### config.mk
export PLATFORM = sky130hd
export DESIGN_NAME = mss_seq
export DESIGN_NICKNAME = d
export VERILOG_FILES = /design/src/rtl/mss_pkg.sv /design/src/rtl/mss_seq.sv
export SDC_FILE = /design/constraint.sdc
export NUM_CORES = 1
export LEC_CHECK = 0
export ABC_CLOCK_PERIOD_IN_PS = 3450
export BUFFER_PORTS_ARGS = -buffer_cell sky130_fd_sc_hd__buf_2
export CORE_ASPECT_RATIO = 0.6
export CORE_UTILIZATION = 50
export CTS_CLUSTER_SIZE = 12
export DETAILED_ROUTE_END_ITERATION = 8
export PLACE_DENSITY = 0.73
export REMOVE_ABC_BUFFERS = 1
export SYNTH_ARGS = -nofsm -noshare
export SYNTH_HDL_FRONTEND = slang
export SYNTH_SLANG_ARGS = --single-unit
export TNS_END_PERCENT = 5
### constraint.sdc
create_clock -name clk -period 3.45 [get_ports clk]
set_input_delay 0.69 -clock clk [delete_from_list [all_inputs] [get_ports clk]]
set_output_delay 0.69 -clock clk [all_outputs]
set_load 0.02 [all_outputs]
### src/rtl/mss_pkg.sv
// Shared types, constants and helper functions of the minimum-sum sub-rectangle search.
package mss_pkg;

    localparam int MAX_ROWS = 64;
    localparam int MAX_COLS = 64;
    localparam int MAX_DIM  = (MAX_ROWS > MAX_COLS) ? MAX_ROWS : MAX_COLS;

    localparam int ROW_W  = (MAX_ROWS > 1) ? $clog2(MAX_ROWS) : 1;
    localparam int COL_W  = (MAX_COLS > 1) ? $clog2(MAX_COLS) : 1;
    localparam int CNT_W  = $clog2(MAX_DIM + 1);
    localparam int DEPTH  = MAX_ROWS * MAX_COLS;
    localparam int ADDR_W = (DEPTH > 1) ? $clog2(DEPTH) : 1;

    localparam int ENERGY_W  = 16;
    localparam int SUM_W     = ENERGY_W + ADDR_W;
    localparam int MIN_SUM_W = 28;
    localparam int START_W   = 6;
    localparam int COUNT_W   = 7;
    localparam int EXT_W     = (SUM_W > MIN_SUM_W) ? SUM_W : MIN_SUM_W;

    localparam int CFG_W       = 7;
    localparam int CFG_INDEX_W = 2;

    localparam logic [CFG_INDEX_W-1:0] CFG_ROWS_USED = CFG_INDEX_W'(0);
    localparam logic [CFG_INDEX_W-1:0] CFG_COLS_USED = CFG_INDEX_W'(1);
    localparam logic [CFG_W-1:0]       CFG_SIZE_RST  = CFG_W'(64);

    typedef logic signed [ENERGY_W-1:0]  energy_t;
    typedef logic signed [SUM_W-1:0]     sum_t;
    typedef logic signed [MIN_SUM_W-1:0] min_sum_t;
    typedef logic [ADDR_W-1:0]           addr_t;
    typedef logic [ROW_W-1:0]            row_t;
    typedef logic [COL_W-1:0]            col_t;
    typedef logic [CNT_W-1:0]            cnt_t;
    typedef logic [START_W-1:0]          start_t;
    typedef logic [COUNT_W-1:0]          count_t;

    localparam sum_t SUM_HI = {1'b0, {(SUM_W-1){1'b1}}};

    localparam logic signed [EXT_W-1:0] OUT_HI =
        EXT_W'((longint'(1) << (MIN_SUM_W - 1)) - longint'(1));
    localparam logic signed [EXT_W-1:0] OUT_LO =
        EXT_W'(-(longint'(1) << (MIN_SUM_W - 1)));

    typedef enum logic [2:0] {
        ST_IDLE,
        ST_LOAD,
        ST_CORNER,
        ST_RECT,
        ST_DRAIN,
        ST_EMIT
    } state_t;

    typedef enum logic [2:0] {
        OP_NONE,
        OP_ROWSUM,
        OP_LOAD,
        OP_CORNER,
        OP_RECT
    } op_t;

    // Per-cycle control from the sequencer to the datapath
    typedef struct packed {
        logic  ready;
        op_t   op;
        logic  m_top;
        logic  m_left;
        logic  wr_en;
        addr_t waddr;
        addr_t raddr0;
        addr_t raddr1;
        row_t  x1;
        col_t  y1;
        row_t  x2;
        col_t  y2;
        logic  scan_start;
        logic  res_load;
    } ctrl_t;

    function automatic addr_t mem_addr(input row_t row, input col_t col);
        return ADDR_W'(row) * ADDR_W'(MAX_COLS) + ADDR_W'(col);
    endfunction

    function automatic cnt_t clamp_size(input logic [CFG_W-1:0] v, input int maxv);
        if (v == '0) begin
            return CNT_W'(1);
        end
        if (int'(v) > maxv) begin
            return CNT_W'(maxv);
        end
        return CNT_W'(v);
    endfunction

    function automatic min_sum_t sat_sum(input sum_t s);
        logic signed [EXT_W-1:0] w;
        w = EXT_W'(s);
        if (w > OUT_HI) begin
            w = OUT_HI;
        end
        else if (w < OUT_LO) begin
            w = OUT_LO;
        end
        return MIN_SUM_W'(w);
    endfunction

endpackage

### src/rtl/mss_seq.sv
// Sequencer: load position, rectangle scan counters and table addressing.
module mss_seq (
    input  logic            clk,
    input  logic            rst_n,
    input  mss_pkg::cnt_t   nr,
    input  mss_pkg::cnt_t   nc,
    input  logic            restart,
    input  logic            accept,
    input  logic            out_free,
    output mss_pkg::ctrl_t  ctrl
);

    mss_pkg::state_t state_reg, state_next;
    mss_pkg::row_t   load_row_reg, load_row_next;
    mss_pkg::col_t   load_col_reg, load_col_next;
    mss_pkg::row_t   x1_reg, x1_next, x2_reg, x2_next;
    mss_pkg::col_t   y1_reg, y1_next, y2_reg, y2_next;
    mss_pkg::op_t    pend_op_reg, pend_op_next;
    logic            pend_top_reg, pend_top_next;
    logic            pend_left_reg, pend_left_next;
    mss_pkg::row_t   px1_reg, px2_reg;
    mss_pkg::col_t   py1_reg, py2_reg;

    logic          col_last, row_last;
    logic          y2_last, y1_last, x2_last, x1_last;
    mss_pkg::row_t load_prev_row, x1_prev;
    mss_pkg::col_t y1_prev;

    assign col_last = (mss_pkg::CNT_W'(load_col_reg) + mss_pkg::CNT_W'(1)) == nc;
    assign row_last = (mss_pkg::CNT_W'(load_row_reg) + mss_pkg::CNT_W'(1)) == nr;
    assign y2_last  = (mss_pkg::CNT_W'(y2_reg) + mss_pkg::CNT_W'(1)) == nc;
    assign y1_last  = (mss_pkg::CNT_W'(y1_reg) + mss_pkg::CNT_W'(1)) == nc;
    assign x2_last  = (mss_pkg::CNT_W'(x2_reg) + mss_pkg::CNT_W'(1)) == nr;
    assign x1_last  = (mss_pkg::CNT_W'(x1_reg) + mss_pkg::CNT_W'(1)) == nr;

    assign load_prev_row = (load_row_reg == '0) ? '0 : load_row_reg - mss_pkg::ROW_W'(1);
    assign x1_prev       = (x1_reg == '0) ? '0 : x1_reg - mss_pkg::ROW_W'(1);
    assign y1_prev       = (y1_reg == '0) ? '0 : y1_reg - mss_pkg::COL_W'(1);

    // Next state and counters
    always_comb
    begin
        state_next     = state_reg;
        load_row_next  = load_row_reg;
        load_col_next  = load_col_reg;
        x1_next        = x1_reg;
        y1_next        = y1_reg;
        x2_next        = x2_reg;
        y2_next        = y2_reg;
        pend_op_next   = mss_pkg::OP_NONE;
        pend_top_next  = (x1_reg != '0);
        pend_left_next = (y1_reg != '0);

        unique case (state_reg)
            mss_pkg::ST_IDLE:
            begin
                if (accept)
                begin
                    state_next = mss_pkg::ST_LOAD;
                end
            end
            mss_pkg::ST_LOAD:
            begin
                if (!col_last)
                begin
                    load_col_next = load_col_reg + mss_pkg::COL_W'(1);
                    state_next    = mss_pkg::ST_IDLE;
                end
                else
                begin
                    load_col_next = '0;
                    if (!row_last)
                    begin
                        load_row_next = load_row_reg + mss_pkg::ROW_W'(1);
                        state_next    = mss_pkg::ST_IDLE;
                    end
                    else
                    begin
                        load_row_next = '0;
                        x1_next       = '0;
                        y1_next       = '0;
                        x2_next       = '0;
                        y2_next       = '0;
                        state_next    = mss_pkg::ST_CORNER;
                    end
                end
            end
            mss_pkg::ST_CORNER:
            begin
                pend_op_next = mss_pkg::OP_CORNER;
                y2_next      = y1_reg;
                state_next   = mss_pkg::ST_RECT;
            end
            mss_pkg::ST_RECT:
            begin
                pend_op_next = mss_pkg::OP_RECT;
                priority if (!y2_last)
                begin
                    y2_next = y2_reg + mss_pkg::COL_W'(1);
                end
                else if (!x2_last)
                begin
                    x2_next    = x2_reg + mss_pkg::ROW_W'(1);
                    state_next = mss_pkg::ST_CORNER;
                end
                else if (!y1_last)
                begin
                    y1_next    = y1_reg + mss_pkg::COL_W'(1);
                    x2_next    = x1_reg;
                    state_next = mss_pkg::ST_CORNER;
                end
                else if (!x1_last)
                begin
                    x1_next    = x1_reg + mss_pkg::ROW_W'(1);
                    x2_next    = x1_reg + mss_pkg::ROW_W'(1);
                    y1_next    = '0;
                    state_next = mss_pkg::ST_CORNER;
                end
                else
                begin
                    state_next = mss_pkg::ST_DRAIN;
                end
            end
            mss_pkg::ST_DRAIN:
            begin
                state_next = mss_pkg::ST_EMIT;
            end
            mss_pkg::ST_EMIT:
            begin
                if (out_free)
                begin
                    state_next = mss_pkg::ST_IDLE;
                end
            end
            default:
            begin
                state_next = mss_pkg::ST_IDLE;
            end
        endcase

        if (restart)
        begin
            load_row_next = '0;
            load_col_next = '0;
        end
    end

    // Outputs
    always_comb
    begin
        ctrl            = '0;
        ctrl.op         = pend_op_reg;
        ctrl.m_top      = pend_top_reg;
        ctrl.m_left     = pend_left_reg;
        ctrl.waddr      = mss_pkg::mem_addr(load_row_reg, load_col_reg);
        ctrl.raddr0     = mss_pkg::mem_addr(load_prev_row, load_col_reg);
        ctrl.raddr1     = mss_pkg::mem_addr(x1_prev, y2_reg);
        ctrl.x1         = px1_reg;
        ctrl.y1         = py1_reg;
        ctrl.x2         = px2_reg;
        ctrl.y2         = py2_reg;

        unique case (state_reg)
            mss_pkg::ST_IDLE:
            begin
                ctrl.ready  = 1'b1;
                ctrl.op     = mss_pkg::OP_ROWSUM;
                ctrl.m_top  = (load_row_reg != '0);
                ctrl.m_left = (load_col_reg != '0);
            end
            mss_pkg::ST_LOAD:
            begin
                ctrl.op         = mss_pkg::OP_LOAD;
                ctrl.m_top      = (load_row_reg != '0);
                ctrl.m_left     = (load_col_reg != '0);
                ctrl.wr_en      = 1'b1;
                ctrl.scan_start = col_last && row_last;
            end
            mss_pkg::ST_CORNER:
            begin
                ctrl.raddr0 = mss_pkg::mem_addr(x2_reg, y1_prev);
                ctrl.raddr1 = mss_pkg::mem_addr(x1_prev, y1_prev);
            end
            mss_pkg::ST_RECT:
            begin
                ctrl.raddr0 = mss_pkg::mem_addr(x2_reg, y2_reg);
                ctrl.raddr1 = mss_pkg::mem_addr(x1_prev, y2_reg);
            end
            mss_pkg::ST_DRAIN:
            begin
                ctrl.wr_en = 1'b0;
            end
            mss_pkg::ST_EMIT:
            begin
                ctrl.res_load = out_free;
            end
            default:
            begin
                ctrl.wr_en = 1'b0;
            end
        endcase
    end

    always_ff @(posedge clk or negedge rst_n)
    begin
        if (!rst_n)
        begin
            state_reg     <= mss_pkg::ST_IDLE;
            load_row_reg  <= '0;
            load_col_reg  <= '0;
            x1_reg        <= '0;
            y1_reg        <= '0;
            x2_reg        <= '0;
            y2_reg        <= '0;
            pend_op_reg   <= mss_pkg::OP_NONE;
            pend_top_reg  <= 1'b0;
            pend_left_reg <= 1'b0;
        end
        else
        begin
            state_reg     <= state_next;
            load_row_reg  <= load_row_next;
            load_col_reg  <= load_col_next;
            x1_reg        <= x1_next;
            y1_reg        <= y1_next;
            x2_reg        <= x2_next;
            y2_reg        <= y2_next;
            pend_op_reg   <= pend_op_next;
            pend_top_reg  <= pend_top_next;
            pend_left_reg <= pend_left_next;
        end
    end

    // Tag of the rectangle whose table words return next cycle
    always_ff @(posedge clk)
    begin
        px1_reg <= x1_reg;
        py1_reg <= y1_reg;
        px2_reg <= x2_reg;
        py2_reg <= y2_reg;
    end

endmodule

==> flow_summary.ini <==
[floorplan]
die_area_mm2 = 0.00959
ioPinCount = 88
die_w_um = 126
core_area_mm2 = 0.00872
die_h_um = 76.3
fp-row-count = 26
start_util_pct = 52.7

[cts]
cts_sinks = 67
cts_tree = yes
clk_path_buf_depth = 2
clkLatencyLatePin_ns = 0.33
htree_levels = 3
path_clk_slew_ns = 0.06
root_buffer = clkbuf_16
cts_inserted_buffers = 9

[synth]
synthesis.area_mm2 = 0.00460
yosysWarnings = 0
syn_area_per_cell_um2 = 8.31
netlist_instances = 553
yosys_register_bits = 67
yosysUniqueCellTypes = 68
async_reset_ff_share_pct = 64.2
synth_top_area_share_pct = 23.4
yosys-top-cells-area = dfrtp_1 23%, dfxtp_1 10%, xnor2_1 5.3%
synth_top_area_cell = dfrtp_1
synth-edff-count = 0
ys_seq_area_share_pct = 33.9
synthFlopType = dfrtp_1

[power_and_ir_drop]
p_sw_share_pct = 25.2
power.internal_mw = 1.42
p_total_mw = 1.90
ir_drop_mv = 0.240
power-per-cell-area_mw_per_mm2 = 350
clockPowerShare_pct = 48.2
p_switching_mw = 0.479
power_frac_comb_pct = 9.5
p_leak_nw = 2.52
p_seq_share_pct = 42.4

[run]
cap_violations = 0

[routing]
post_drt_wl_per_cell_um = 18.2
wirelength_um = 13600
drcViolationCount = 0
firstDrtPassIters = 5
drt_iter0_drc = 532
ant_nets = 0
vias = 4590
via_per_inst = 6.18

[worst_hold_path]
hold_depth = 0
hold_class = reg -> reg
min_from = x1_reg[1]$_DFFE_PN0P_
hold_path_end = px1_reg[1]$_DFF_P_

[global_route]
grt_max_degree = 44
grt_use_total_pct = 29.4
antenna_found_initial = 0
grt_pass1_vias = 4051
grt_pass1_wl_um = 21800
grt.overflow.total = 0

[run_status]
status = finished, final reports clean

[sta]
finalSetupViolCount = 0
max-slew-margin-rel_pct = 32.9
final_max_slew_viol_count = 0
finalClockSkew_ns = 0.00460
fmax_mhz = 307
fin_ws_ns = 0.193
fin_crit_ns = 3.26
fin_crit_sh_pct = 94.4
tns_ns = 0
worst_pin_slew_ns = 1.01
hold_violations = 0
rsz0062_at_grt = false

[critical_path]
worstReg2RegEnd = x2_reg[1]$_DFFE_PN0P_
cp_common_cell = and3_1
critPathKind = reg -> out
critPathMaxStageDelay_ns = 0.46
reg2reg_from = x1_reg[1]$_DFFE_PN0P_
path_cells = ha_1 -> and3_1 -> a31o_2 -> a2111oi_2 -> and3_2 -> and3_1 -> buf_2
reg2reg_slack_ns = 0.37
cp-end-kind = output port
path_max_fanout = 6
cp.required_ns = 2.76
cp.arrival_ns = 2.57
ff2ff_path_depth = 8
cp-start-kind = flip-flop
worst_path_max_delay_cell = dfrtp_1

[placement]
portBuffers = 87
dpl.hpwl_um = 10200
dpl-instance-area_mm2 = 0.00512
gp_congestion = 0.953
post-place-ws_ns = 0.262

[finish]
post-route-util_pct = 62.2
final_cell_mix = 87 x buf_2, 55 x nand2_1, 43 x dfrtp_1
drive_gt1_share_pct = 22.7
finish.instance_area_mm2 = 0.00543
nNetsFinal = 655
syn_to_final_growth_pct = 18.0
diodes = 0
layout_commonest_cell = buf_2
metrics by stage:
stage                     instances  hold WS (ns)
after floorplan                 508         0.394
after global placement          727         0.462
after detailed placement        727         0.460
after CTS                       743         0.476
after global routing            743         0.518
final                           743         0.473
cell usage after synthesis, drive strengths merged (3+ instances only):
cell	instances
nor3	27
nand2	55
o21a	5
nand3b	3
or3	3
a31oi	9
xor2	25
ha	10
o22ai	5
nor4	12
and3	13
o211ai	3
a32o	3
a211oi	4
nand3	22
dfrtp	43
nor2	35
nand4	4
nor2b	4
o21ai	29
a31o	4
xnor3	3
o31ai	22
mux2i	6
o41ai	4
buf	19
and2	3
a21o	3
xnor2	28
clkbuf	26
or4	5
a21oi	32
dfxtp	24
nand2b	8
inv	24
power groups by stage:
stage	logic, mW	registers (mW)	clock network (mW)
final	0.180	0.805	0.915
after CTS	0.179	0.804	0.930
after global placement	0.173	0.818	0
after global routing	0.196	0.805	0.974
after detailed placement	0.178	0.819	0
after floorplan	0.0952	0.822	0
how the worst max path moves through the flow:
| stage | startpoint | end | depth (start not counted) |
|---|---|---|---|
| floorplan | load_col_reg[0]$_DFFE_PN0P_ | ctrl[1] | 6 |
| global placement | nc[3] | x2_reg[1]$_DFFE_PN0P_ | 8 |
| detailed placement | nc[3] | x2_reg[1]$_DFFE_PN0P_ | 8 |
| CTS | load_col_reg[0]$_DFFE_PN0P_ | ctrl[1] | 7 |
| global route | load_col_reg[0]$_DFFE_PN0P_ | ctrl[1] | 7 |
| finish | load_col_reg[0]$_DFFE_PN0P_ | ctrl[1] | 7 |
cell families (layout without fill, tap and decap cells):
logic type	count (synthesis)	count (layout)	share of synthesized area, %
buf+inv	70	148	6.42
xor+xnor	56	56	11.6
flops	67	67	33.9
simple gates	202	202	22.6
compound gates	141	141	21.1
mux	7	7	1.63
fa+ha+maj	10	10	2.72
final cells by class:
class | count | area [um2]
fill | 777 | 3290
multi-input combinational | 416 | 2750
sequential | 67 | 1560
timing repair buffer | 107 | 586
clock buffer | 9 | 225
tap | 112 | 140
inverter | 25 | 93.8
clock inverter | 7 | 77.6
per-layer routing:
layer  vias to the layer above  wire (um)  global-route usage [%]  share of wire, %
li1                       2128          -                       -                 -
met1                      2163       6300                    46.3                46
met2                       284       5430                    39.4                40
met3                        15       1680                    6.95                12
met4                         0        145                    6.87               1.1
met5                         -          0                       0                 0
what timing repair did:
item,CTS,global route
endpoints found under the hold margin,0,0
buffers inserted,0,0
setup endpoints to repair,0,1
gates resized for setup,0,1
hold buffers,0,0
worst max-delay path, delay by kind of cell, from the launching register on:
family / cells / cell delay [ns]
buf+inv: 1 / 0.18
fa+ha+maj: 1 / 0.30
compound gates: 2 / 0.57
simple gates: 3 / 0.72
flops: 1 / 0.46
Power figures use the tool's default switching activity.
