===== src/rtl/mss_pkg.sv =====
// Shared types, constants and helper functions of the minimum-sum sub-rectangle search.
package mss_pkg;

    localparam int MAX_ROWS = 64;
    localparam int MAX_COLS = 64;
    localparam int MAX_DIM  = (MAX_ROWS > MAX_COLS) ? MAX_ROWS : MAX_COLS;

    localparam int ROW_W  = (MAX_ROWS > 1) ? $clog2(MAX_ROWS) : 1;
    localparam int COL_W  = (MAX_COLS > 1) ? $clog2(MAX_COLS) : 1;
    localparam int CNT_W  = $clog2(MAX_DIM + 1);
    localparam int DEPTH  = MAX_ROWS * MAX_COLS;
    localparam int ADDR_W = (DEPTH > 1) ? $clog2(DEPTH) : 1;

    localparam int ENERGY_W  = 16;
    localparam int SUM_W     = ENERGY_W + ADDR_W;
    localparam int MIN_SUM_W = 28;
    localparam int START_W   = 6;
    localparam int COUNT_W   = 7;
    localparam int EXT_W     = (SUM_W > MIN_SUM_W) ? SUM_W : MIN_SUM_W;

    localparam int CFG_W       = 7;
    localparam int CFG_INDEX_W = 2;

    localparam logic [CFG_INDEX_W-1:0] CFG_ROWS_USED = CFG_INDEX_W'(0);
    localparam logic [CFG_INDEX_W-1:0] CFG_COLS_USED = CFG_INDEX_W'(1);
    localparam logic [CFG_W-1:0]       CFG_SIZE_RST  = CFG_W'(64);

    typedef logic signed [ENERGY_W-1:0]  energy_t;
    typedef logic signed [SUM_W-1:0]     sum_t;
    typedef logic signed [MIN_SUM_W-1:0] min_sum_t;
    typedef logic [ADDR_W-1:0]           addr_t;
    typedef logic [ROW_W-1:0]            row_t;
    typedef logic [COL_W-1:0]            col_t;
    typedef logic [CNT_W-1:0]            cnt_t;
    typedef logic [START_W-1:0]          start_t;
    typedef logic [COUNT_W-1:0]          count_t;

    localparam sum_t SUM_HI = {1'b0, {(SUM_W-1){1'b1}}};

    localparam logic signed [EXT_W-1:0] OUT_HI =
        EXT_W'((longint'(1) << (MIN_SUM_W - 1)) - longint'(1));
    localparam logic signed [EXT_W-1:0] OUT_LO =
        EXT_W'(-(longint'(1) << (MIN_SUM_W - 1)));

    typedef enum logic [2:0] {
        ST_IDLE,
        ST_LOAD,
        ST_CORNER,
        ST_RECT,
        ST_DRAIN,
        ST_EMIT
    } state_t;

    typedef enum logic [2:0] {
        OP_NONE,
        OP_ROWSUM,
        OP_LOAD,
        OP_CORNER,
        OP_RECT
    } op_t;

    // Per-cycle control from the sequencer to the datapath
    typedef struct packed {
        logic  ready;
        op_t   op;
        logic  m_top;
        logic  m_left;
        logic  wr_en;
        addr_t waddr;
        addr_t raddr0;
        addr_t raddr1;
        row_t  x1;
        col_t  y1;
        row_t  x2;
        col_t  y2;
        logic  scan_start;
        logic  res_load;
    } ctrl_t;

    function automatic addr_t mem_addr(input row_t row, input col_t col);
        return ADDR_W'(row) * ADDR_W'(MAX_COLS) + ADDR_W'(col);
    endfunction

    function automatic cnt_t clamp_size(input logic [CFG_W-1:0] v, input int maxv);
        if (v == '0) begin
            return CNT_W'(1);
        end
        if (int'(v) > maxv) begin
            return CNT_W'(maxv);
        end
        return CNT_W'(v);
    endfunction

    function automatic min_sum_t sat_sum(input sum_t s);
        logic signed [EXT_W-1:0] w;
        w = EXT_W'(s);
        if (w > OUT_HI) begin
            w = OUT_HI;
        end
        else if (w < OUT_LO) begin
            w = OUT_LO;
        end
        return MIN_SUM_W'(w);
    endfunction

endpackage


===== src/rtl/mss_alu.sv =====
// Shared three-operand adder with minimum compare.
module mss_alu (
    input  mss_pkg::sum_t a,
    input  mss_pkg::sum_t b,
    input  mss_pkg::sum_t c,
    input  mss_pkg::sum_t best,
    output mss_pkg::sum_t sum,
    output logic          less
);

    // a - b + c, wrapping: every true result fits the width
    assign sum  = a - b + c;
    assign less = (sum < best);

endmodule


===== config.mk =====
export PLATFORM = sky130hd
export DESIGN_NAME = mss_alu
export DESIGN_NICKNAME = d
export VERILOG_FILES = /design/src/rtl/mss_pkg.sv /design/src/rtl/mss_alu.sv
export SDC_FILE = /design/constraint.sdc
export NUM_CORES = 1
export LEC_CHECK = 0
export BUFFER_PORTS_ARGS = -buffer_cell sky130_fd_sc_hd__buf_4
export CORE_ASPECT_RATIO = 1.75
export CORE_MARGIN = 4
export CORE_UTILIZATION = 51
export DETAILED_ROUTE_END_ITERATION = 7
export GPL_ROUTABILITY_DRIVEN = 0
export PLACE_DENSITY_LB_ADDON = 0.15
export SLEW_MARGIN = 20
export SYNTH_ARGS = -nofsm -noshare
export SYNTH_HDL_FRONTEND = slang
export SYNTH_SLANG_ARGS = --single-unit

===== constraint.sdc =====
create_clock -name vclk -period 11.2
set_clock_uncertainty 0.2 [all_clocks]
set_input_delay 3.36 -clock vclk [all_inputs]
set_output_delay 3.36 -clock vclk [all_outputs]
set_load 0.1 [all_outputs]

==> results.py, run 1 <==
metrics = {
    "detailed_routing": {
        "drt-wirelength-per-cell_um": 14.15,
        "num_vias": 3485,
        "wl_um": 9436,
        "first_iter_violations": 107,
        "drc": 0,
        "avgViaCountPerCell": 5.225,
        "first_pass_iters": 4,
        "detail-route-antenna-nets": 0,
    },
    "sta": {
        "fin_crit_ps": 10950,
        "fin_ws_ps": 252.9,
        "holdWs_ps": 7058,
        "setup_viol": 0,
        "rsz0062_at_grt": "no",
        "setup_tns_ps": 0,
        "finalMaxSlewViolations": 0,
        "finalCritPeriodShare_pct": 97.74,
        "worstMarginPinSlew_ps": 560.1,
        "slew_headroom_pct": 62.33,
        "hold_viol_final": 0,
        "max_freq_mhz": 91.35,
    },
    "layout": {
        "antennaDiodeCount": 0,
        "final_util_pct": 83.60,
        "layout-drive-gt1-share_pct": 38.71,
        "fin_area_um2": 4992,
        "seq_cells": 0,
        "nFillCells": 372,
        "area_growth_pct": 57.71,
        "fin_cells": 667,
        "nClkBuffers": 0,
        "final_common_cell": "buf_4",
        "final_cell_mix": "161 x buf_4, 137 x inv_1, 45 x ha_1",
        "ff_latch_area_um2": 0,
        "fin_nets": 785,
    },
    "global_route": {
        "antenna_found_initial": 0,
        "overflow": 0,
        "grt_max_degree": 9,
        "grt_pass1_vias": 3698,
        "grt_pass1_wl_um": 15370,
        "grtUsageTotal_pct": 24.92,
    },
    "synth": {
        "syn-cell-area_um2": 3166,
        "synth_nets": 627,
        "postSynthAreaPerCell_um2": 7.311,
        "ys_seq_area_share_pct": 0,
        "ys_types": 54,
        "synthCells": 433,
        "synth_warnings": 0,
    },
    "floorplan": {
        "rows": 37,
        "die_w_um": 67.56,
        "coreArea_um2": 5972,
        "pin_count": 141,
        "chipHeight_um": 112.2,
        "dieArea_um2": 7581,
        "start_util_pct": 53.01,
    },
    "worst_setup_path": {
        "worstSetupStartpointType": "primary input",
        "required_ps": 7640,
        "cp_max_fo": 5,
        "cp_cell_sequence": "buf_4 -> ha_1 -> inv_1 -> ha_2 -> inv_1 -> fa_1 -> nor2b_1 -> o31a_1 -> o21ai_2 -> a21oi_4 -> o21a_1 -> nor2_2 -> xnor2_4 -> ha_1 -> and3_1 -> nand3_1 -> nor4_2 -> nand2_1 -> o21ai_2 -> mux2i_4 -> buf_12",
        "cp-end-kind": "primary output",
        "critPathArrivalTime_ps": 7390,
        "crit_type": "in -> out",
        "cpPeakStageDelay_ps": 400,
        "slowest_stage": "fa_1",
    },
    "power": {
        "vdd_drop_max_v": 0.0001624,
        "powerDensity_nw_per_um2": 205.8,
        "power.total_mw": 1.027,
        "p_leak_nw": 2.817,
    },
    "cts": {
        "ctsHoldBuffers": 0,
    },
    "place": {
        "pre_cts_ws_ps": -6.096,
        "placed_cells": 664,
        "place_area_um2": 4885,
        "hpwl_um": 8546,
        "io_buffers": 141,
    },
    "min_path": {
        "hold_class": "in -> out",
    },
    "outcome": {
        "status": "finished, final reports clean",
    },
    "run": {
        "cap_viol_max_count": 0,
    },
}
synth_stat cells, types with 2 or more instances:
master | count | area [µm²]
o31ai_2 | 2 | 25.02
o21bai_1 | 5 | 37.54
a31oi_1 | 2 | 12.51
a21oi_2 | 2 | 17.52
nand2_1 | 14 | 52.55
xnor2_1 | 22 | 192.7
nor2_1 | 20 | 75.07
a21boi_0 | 2 | 15.01
nand2b_1 | 7 | 43.79
ha_1 | 55 | 688.2
nand4_1 | 5 | 31.28
buf_2 | 2 | 10.01
o41ai_2 | 2 | 32.53
buf_4 | 2 | 15.01
o21a_1 | 3 | 22.52
nand3_1 | 10 | 50.05
a21o_1 | 17 | 127.6
nor2b_1 | 4 | 25.02
xor2_1 | 4 | 35.03
fa_1 | 27 | 540.5
inv_1 | 139 | 521.8
o21ai_0 | 17 | 85.08
o21ai_1 | 3 | 15.01
nor3_1 | 3 | 15.01
and3_1 | 4 | 25.02
a21oi_1 | 27 | 135.1
a211oi_1 | 6 | 45.04
layout make-up:
cell class         instances  area, µm²  area share (%)
multi-input cells        288       3144           62.98
well taps                 78      97.59           1.955
repair buffers           162       1229           24.61
inverters                139      521.8           10.45
where the power goes:
group	internal [mW]	leakage, nW	switching (mW)
logic	0.343	2.82	0.685
registers	0	0	0
clock network	0	0	0
total	0.343	2.82	0.685
cells by family (layout without fill, tap and decap cells):
| family | Yosys count | after routing | share of synthesized area, % |
|---|---|---|---|
| XOR/XNOR | 26 | 26 | 7.193 |
| AO/OA/AOI/OAI | 106 | 106 | 24.19 |
| multiplexers | 1 | 1 | 0.3162 |
| buffers and inverters | 145 | 301 | 17.75 |
| adder cells (fa/ha/maj) | 82 | 82 | 38.81 |
| AND/OR/NAND/NOR | 73 | 73 | 11.74 |
per-layer routing:
metal / share of wire (%) / track usage, % / vias to the layer above / wire (µm)
li1: - / - / 1710 / -
met1: 31 / 23.72 / 1616 / 2964
met2: 59 / 51.66 / 129 / 5587
met3: 5.3 / 1.602 / 30 / 502
met4: 4.0 / 7.995 / 0 / 382
met5: 0 / 0 / - / 0
final timing paths:
check	slack [ps]	start	to	cells after the start
setup / recovery	250	b[0]	less	21
hold / removal	7060	a[0]	sum[0]	3
critical path, delay by kind of cell:
family | cells | cell delay, ps
muxes | 1 | 280
buffers and inverters | 4 | 460
and+or+nand+nor | 6 | 950
adders and majority gates | 4 | 1200
AOI/OAI and AO/OA | 5 | 990
xor gates and xnor gates | 1 | 140
repair_timing:
action / CTS / global route
buffers inserted: 0 / 3
gates resized for setup: 1 / 13
setup endpoints to repair: 1 / 1
pin swaps: 0 / 8
hold endpoints to repair: 0 / 0
No activity file was read; power rests on OpenSTA's default activity.
==> run 2: changes to the inputs <==
Settings changed: CELL_PAD_IN_SITES_DETAIL_PLACEMENT from default to 1, CELL_PAD_IN_SITES_GLOBAL_PLACEMENT from default to 1, CORE_UTILIZATION 51 to 35.
==> results.py, run 2 (synthesis results as in run 1) <==
metrics = {
    "place": {
        "hpwl_um": 10330,
        "pre_cts_ws_ps": -71.67,
        "io_buffers": 141,
        "placed_cells": 706,
    },
    "worst_setup_path": {
        "critPathBufInv": 4,
        "startpoint": "a[13]",
        "worstSetupEndpoint": "less",
        "worstSetupPathDepth": 19,
        "worstSetupStartpointType": "primary input",
        "cpPeakStageDelay_ps": 530,
        "critPathArrivalTime_ps": 7450,
        "cp_max_fo": 4,
        "cp_cell_sequence": "buf_4 -> inv_1 -> fa_1 -> inv_1 -> ha_1 -> a21o_1 -> a211o_1 -> a41oi_4 -> a21oi_4 -> nor4_4 -> o31ai_4 -> xnor2_4 -> ha_1 -> nand4_1 -> nor4_2 -> nand2_1 -> o21ai_2 -> mux2i_4 -> buf_12",
        "slowest_stage": "fa_1",
        "crit_type": "in -> out",
        "cpLargestDelayFamily": "adder cells",
        "cp-end-kind": "primary output",
        "required_ps": 7640,
    },
    "power": {
        "p_leak_nw": 2.818,
        "vdd_drop_max_v": 0.0001357,
        "powerDensity_nw_per_um2": 206.6,
    },
    "layout": {
        "final_common_cell": "buf_4",
        "seq_cells": 0,
        "fin_cells": 708,
        "nClkBuffers": 0,
        "area_growth_pct": 60.67,
        "ff_latch_area_um2": 0,
        "nFillCells": 1094,
        "layout-drive-gt1-share_pct": 39.59,
        "final_cell_mix": "162 x buf_4, 137 x inv_1, 44 x ha_1",
        "multi_input_area_um2": 3171,
        "fin_nets": 787,
        "antennaDiodeCount": 0,
    },
    "detailed_routing": {
        "first_pass_iters": 4,
        "wl_um": 11150,
        "drc": 0,
        "num_vias": 3502,
        "avgViaCountPerCell": 4.946,
        "detail-route-antenna-nets": 0,
        "drt-wirelength-per-cell_um": 15.75,
        "first_iter_violations": 53,
    },
    "sta": {
        "fin_ws_ps": 194.2,
        "setup_viol": 0,
        "finalCritPeriodShare_pct": 98.27,
        "fin_crit_ps": 11010,
        "hold_viol_final": 0,
        "slew_headroom_pct": 69.44,
        "max_freq_mhz": 90.86,
        "worstMarginPinSlew_ps": 455.2,
        "finalMaxSlewViolations": 0,
    },
    "global_route": {
        "overflow": 0,
        "grt_max_degree": 8,
        "grt_pass1_vias": 4004,
        "grt_pass1_wl_um": 17800,
        "grtUsageTotal_pct": 20.35,
        "antenna_found_initial": 0,
    },
    "outcome": {
        "status": "finished, final reports clean",
    },
    "min_path": {
        "hold_class": "in -> out",
        "holdPathStages": 3,
    },
    "floorplan": {
        "dieArea_um2": 10690,
        "rows": 45,
        "coreArea_um2": 8727,
        "die_w_um": 79.89,
        "pin_count": 141,
        "start_util_pct": 36.27,
        "chipHeight_um": 133.8,
    },
    "run": {
        "cap_viol_max_count": 0,
    },
    "cts": {
        "ctsHoldBuffers": 0,
    },
}
[run 2: timing repair]
action / 4_1_cts / 5_1_grt
gates cloned: 0 / 0
endpoints found under the setup margin: 1 / 1
setup buffers: 1 / 1
gates resized for setup: 1 / 21
pin swaps: 2 / 10
[run 2: routing by layer]
metal | share of wire, % | track usage [%] | wire length, µm | up-vias
li1 | - | - | - | 1711
met1 | 32 | 19.06 | 3538 | 1681
met2 | 62 | 45.06 | 6888 | 94
met3 | 4.4 | 1.546 | 491 | 16
met4 | 2.1 | 3.008 | 231 | 0
met5 | 0 | 0 | 0 | -
[run 2: through the flow]
stage	power, mW	hold slack [ps]	instance area (µm²)	TNS [ps]	utilization [%]
after floorplan	0.7825	6989	3643	-206.9	-
after global placement	0.9996	7012	4956	0	56.79
after detailed placement	1.024	7029	4956	-71.67	56.79
after CTS	1.031	7032	4967	0	56.92
after global routing	1.117	7067	5086	-17.15	58.28
final	1.051	7045	5086	0	58.28
[run 2: tightest hold or removal path, cell delays in order]
cell and delay, ps:
buf_4 80, ha_2 160, buf_4 280
[run 2: how the worst min path moves through the flow]
stage                        end  startpoint  slack (ps)
final                     sum[0]        a[0]        7050
after global routing      sum[0]        a[0]        7070
after CTS                 sum[0]        a[0]        7030
after detailed placement  sum[0]        a[0]        7030
after global placement    sum[0]        a[0]        7010
after floorplan             less    best[27]        6990
[run 2: layout make-up]
cell class	instances	area share (%)
Multi-Input combinational cell	288	62.34
Inverter	139	10.26
Tap cell	117	2.878
Timing Repair Buffer	164	24.53
[run 2: where the power goes]
group	switching, mW	internal, mW	total [mW]
Clock	0	0	0
Sequential	0	0	0
Combinational	0.701	0.350	1.05
==> run 3: changes to the inputs <==
==> constraint.sdc (replaced) <==
create_clock -name vclk -period 11.2
set_clock_uncertainty 0.2 [all_clocks]
set_input_delay 2.24 -clock vclk [all_inputs]
set_output_delay 2.24 -clock vclk [all_outputs]
set_load 0.1 [all_outputs]
==> results.py, run 3 (synthesis results as in run 1) <==
metrics = {
    "outcome": {
        "status": "finished, final reports clean",
    },
    "cts": {
        "ctsResizeCount": 0,
        "ctsHoldBuffers": 0,
        "post-cts-setup-buffer-count": 0,
    },
    "global_route": {
        "grt_pass1_wl_um": 16460,
        "met3_usage_pct": 1.747,
        "grtUsageTotal_pct": 18.61,
        "overflow": 0,
        "grt_max_degree": 9,
        "antenna_found_initial": 0,
        "met1_usage_pct": 16.45,
        "busiest_layer": "met2",
        "grt_pass1_vias": 3810,
        "grtUsageMet2_pct": 41.14,
    },
    "layout": {
        "seq_cells": 0,
        "ff_latch_area_um2": 0,
        "layout-drive-gt1-share_pct": 27.64,
        "fin_cells": 685,
        "final_common_cell": "buf_4",
        "nClkBuffers": 0,
        "fin_nets": 764,
        "final_cell_mix": "141 x buf_4, 139 x inv_1, 55 x ha_1",
        "area_growth_pct": 36.80,
        "nFillCells": 1138,
        "antennaDiodeCount": 0,
    },
    "sta": {
        "fin_crit_ps": 9005,
        "rsz0062_at_grt": "no",
        "fin_ws_ps": 2195,
        "worstMarginPinSlew_ps": 489.7,
        "max_freq_mhz": 111.0,
        "finalMaxSlewViolations": 0,
        "holdWs_ps": 4785,
        "finalCritPeriodShare_pct": 80.40,
        "hold_viol_final": 0,
        "setup_viol": 0,
        "setup_tns_ps": 0,
        "slew_headroom_pct": 67.12,
    },
    "floorplan": {
        "die_w_um": 79.89,
        "coreArea_um2": 8727,
        "chipHeight_um": 133.8,
        "dieArea_um2": 10690,
        "pin_count": 141,
        "start_util_pct": 36.27,
        "rows": 45,
    },
    "detailed_routing": {
        "first_pass_iters": 4,
        "detail-route-antenna-nets": 0,
        "drt-wirelength-per-cell_um": 14.76,
        "avgViaCountPerCell": 4.914,
        "first_iter_violations": 55,
        "wl_um": 10110,
        "num_vias": 3366,
        "drc": 0,
    },
    "worst_setup_path": {
        "critPathBufInv": 4,
        "required_ps": 8760,
        "critPathArrivalTime_ps": 6570,
        "cp-end-kind": "primary output",
        "cpLargestDelayFamily": "compound AO/OA/AOI/OAI gates",
        "cpPeakStageDelay_ps": 590,
        "cp_cell_sequence": "buf_4 -> inv_1 -> fa_1 -> inv_1 -> ha_1 -> a211oi_2 -> o21bai_1 -> o311ai_1 -> nand4_1 -> a221oi_2 -> o41ai_2 -> xnor2_1 -> ha_1 -> nand4_1 -> nor4_1 -> nand2_1 -> o21ai_0 -> mux2i_1 -> buf_4",
        "slowest_stage": "fa_1",
        "cp_max_fo": 3,
        "worstSetupStartpointType": "primary input",
        "crit_type": "in -> out",
    },
    "power": {
        "power.total_mw": 0.8828,
        "vdd_drop_max_v": 0.0001097,
        "p_leak_nw": 2.551,
        "powerDensity_nw_per_um2": 203.9,
    },
    "place": {
        "hpwl_um": 9484,
        "placed_cells": 685,
        "io_buffers": 141,
        "pre_cts_ws_ps": 2180,
    },
    "run": {
        "cap_viol_max_count": 0,
    },
    "min_path": {
        "hold_class": "in -> out",
    },
}
## run 3: cell type report
cell class / count / area, µm² / share of cell area, %
multi-input cells: 288 / 2604 / 60.13
inverters: 139 / 521.8 / 12.05
well taps: 117 / 146.4 / 3.381
repair buffers: 141 / 1059 / 24.44
## run 3: through the flow
step           cell area, µm²  utilization (%)
6_report                 4330            49.62
5_1_grt                  4330            49.62
4_1_cts                  4330            49.62
3_5_place_dp             4330            49.62
3_3_place_gp             4330            49.62
2_1_floorplan            3166                -
## run 3: worst paths after layout
path / start / end / slack, ps / cells past startpoint
worst max-delay path: a[1] / less / 2190 / 19
worst min-delay path: a[0] / sum[0] / 4790 / 3
## run 3: per-layer routing
metal  vias to the layer above  part of all wire (%)  routed length [µm]
li1                       1661                     -                   -
met1                      1594                    31                3180
met2                        92                    61                6169
met3                        19                   4.5                 453
met4                         0                   3.0                 306
met5                         -                     0                   0
## run 3: power breakdown
group          switching (mW)  internal, mW
Sequential                  0             0
Clock                       0             0
Combinational           0.638         0.245
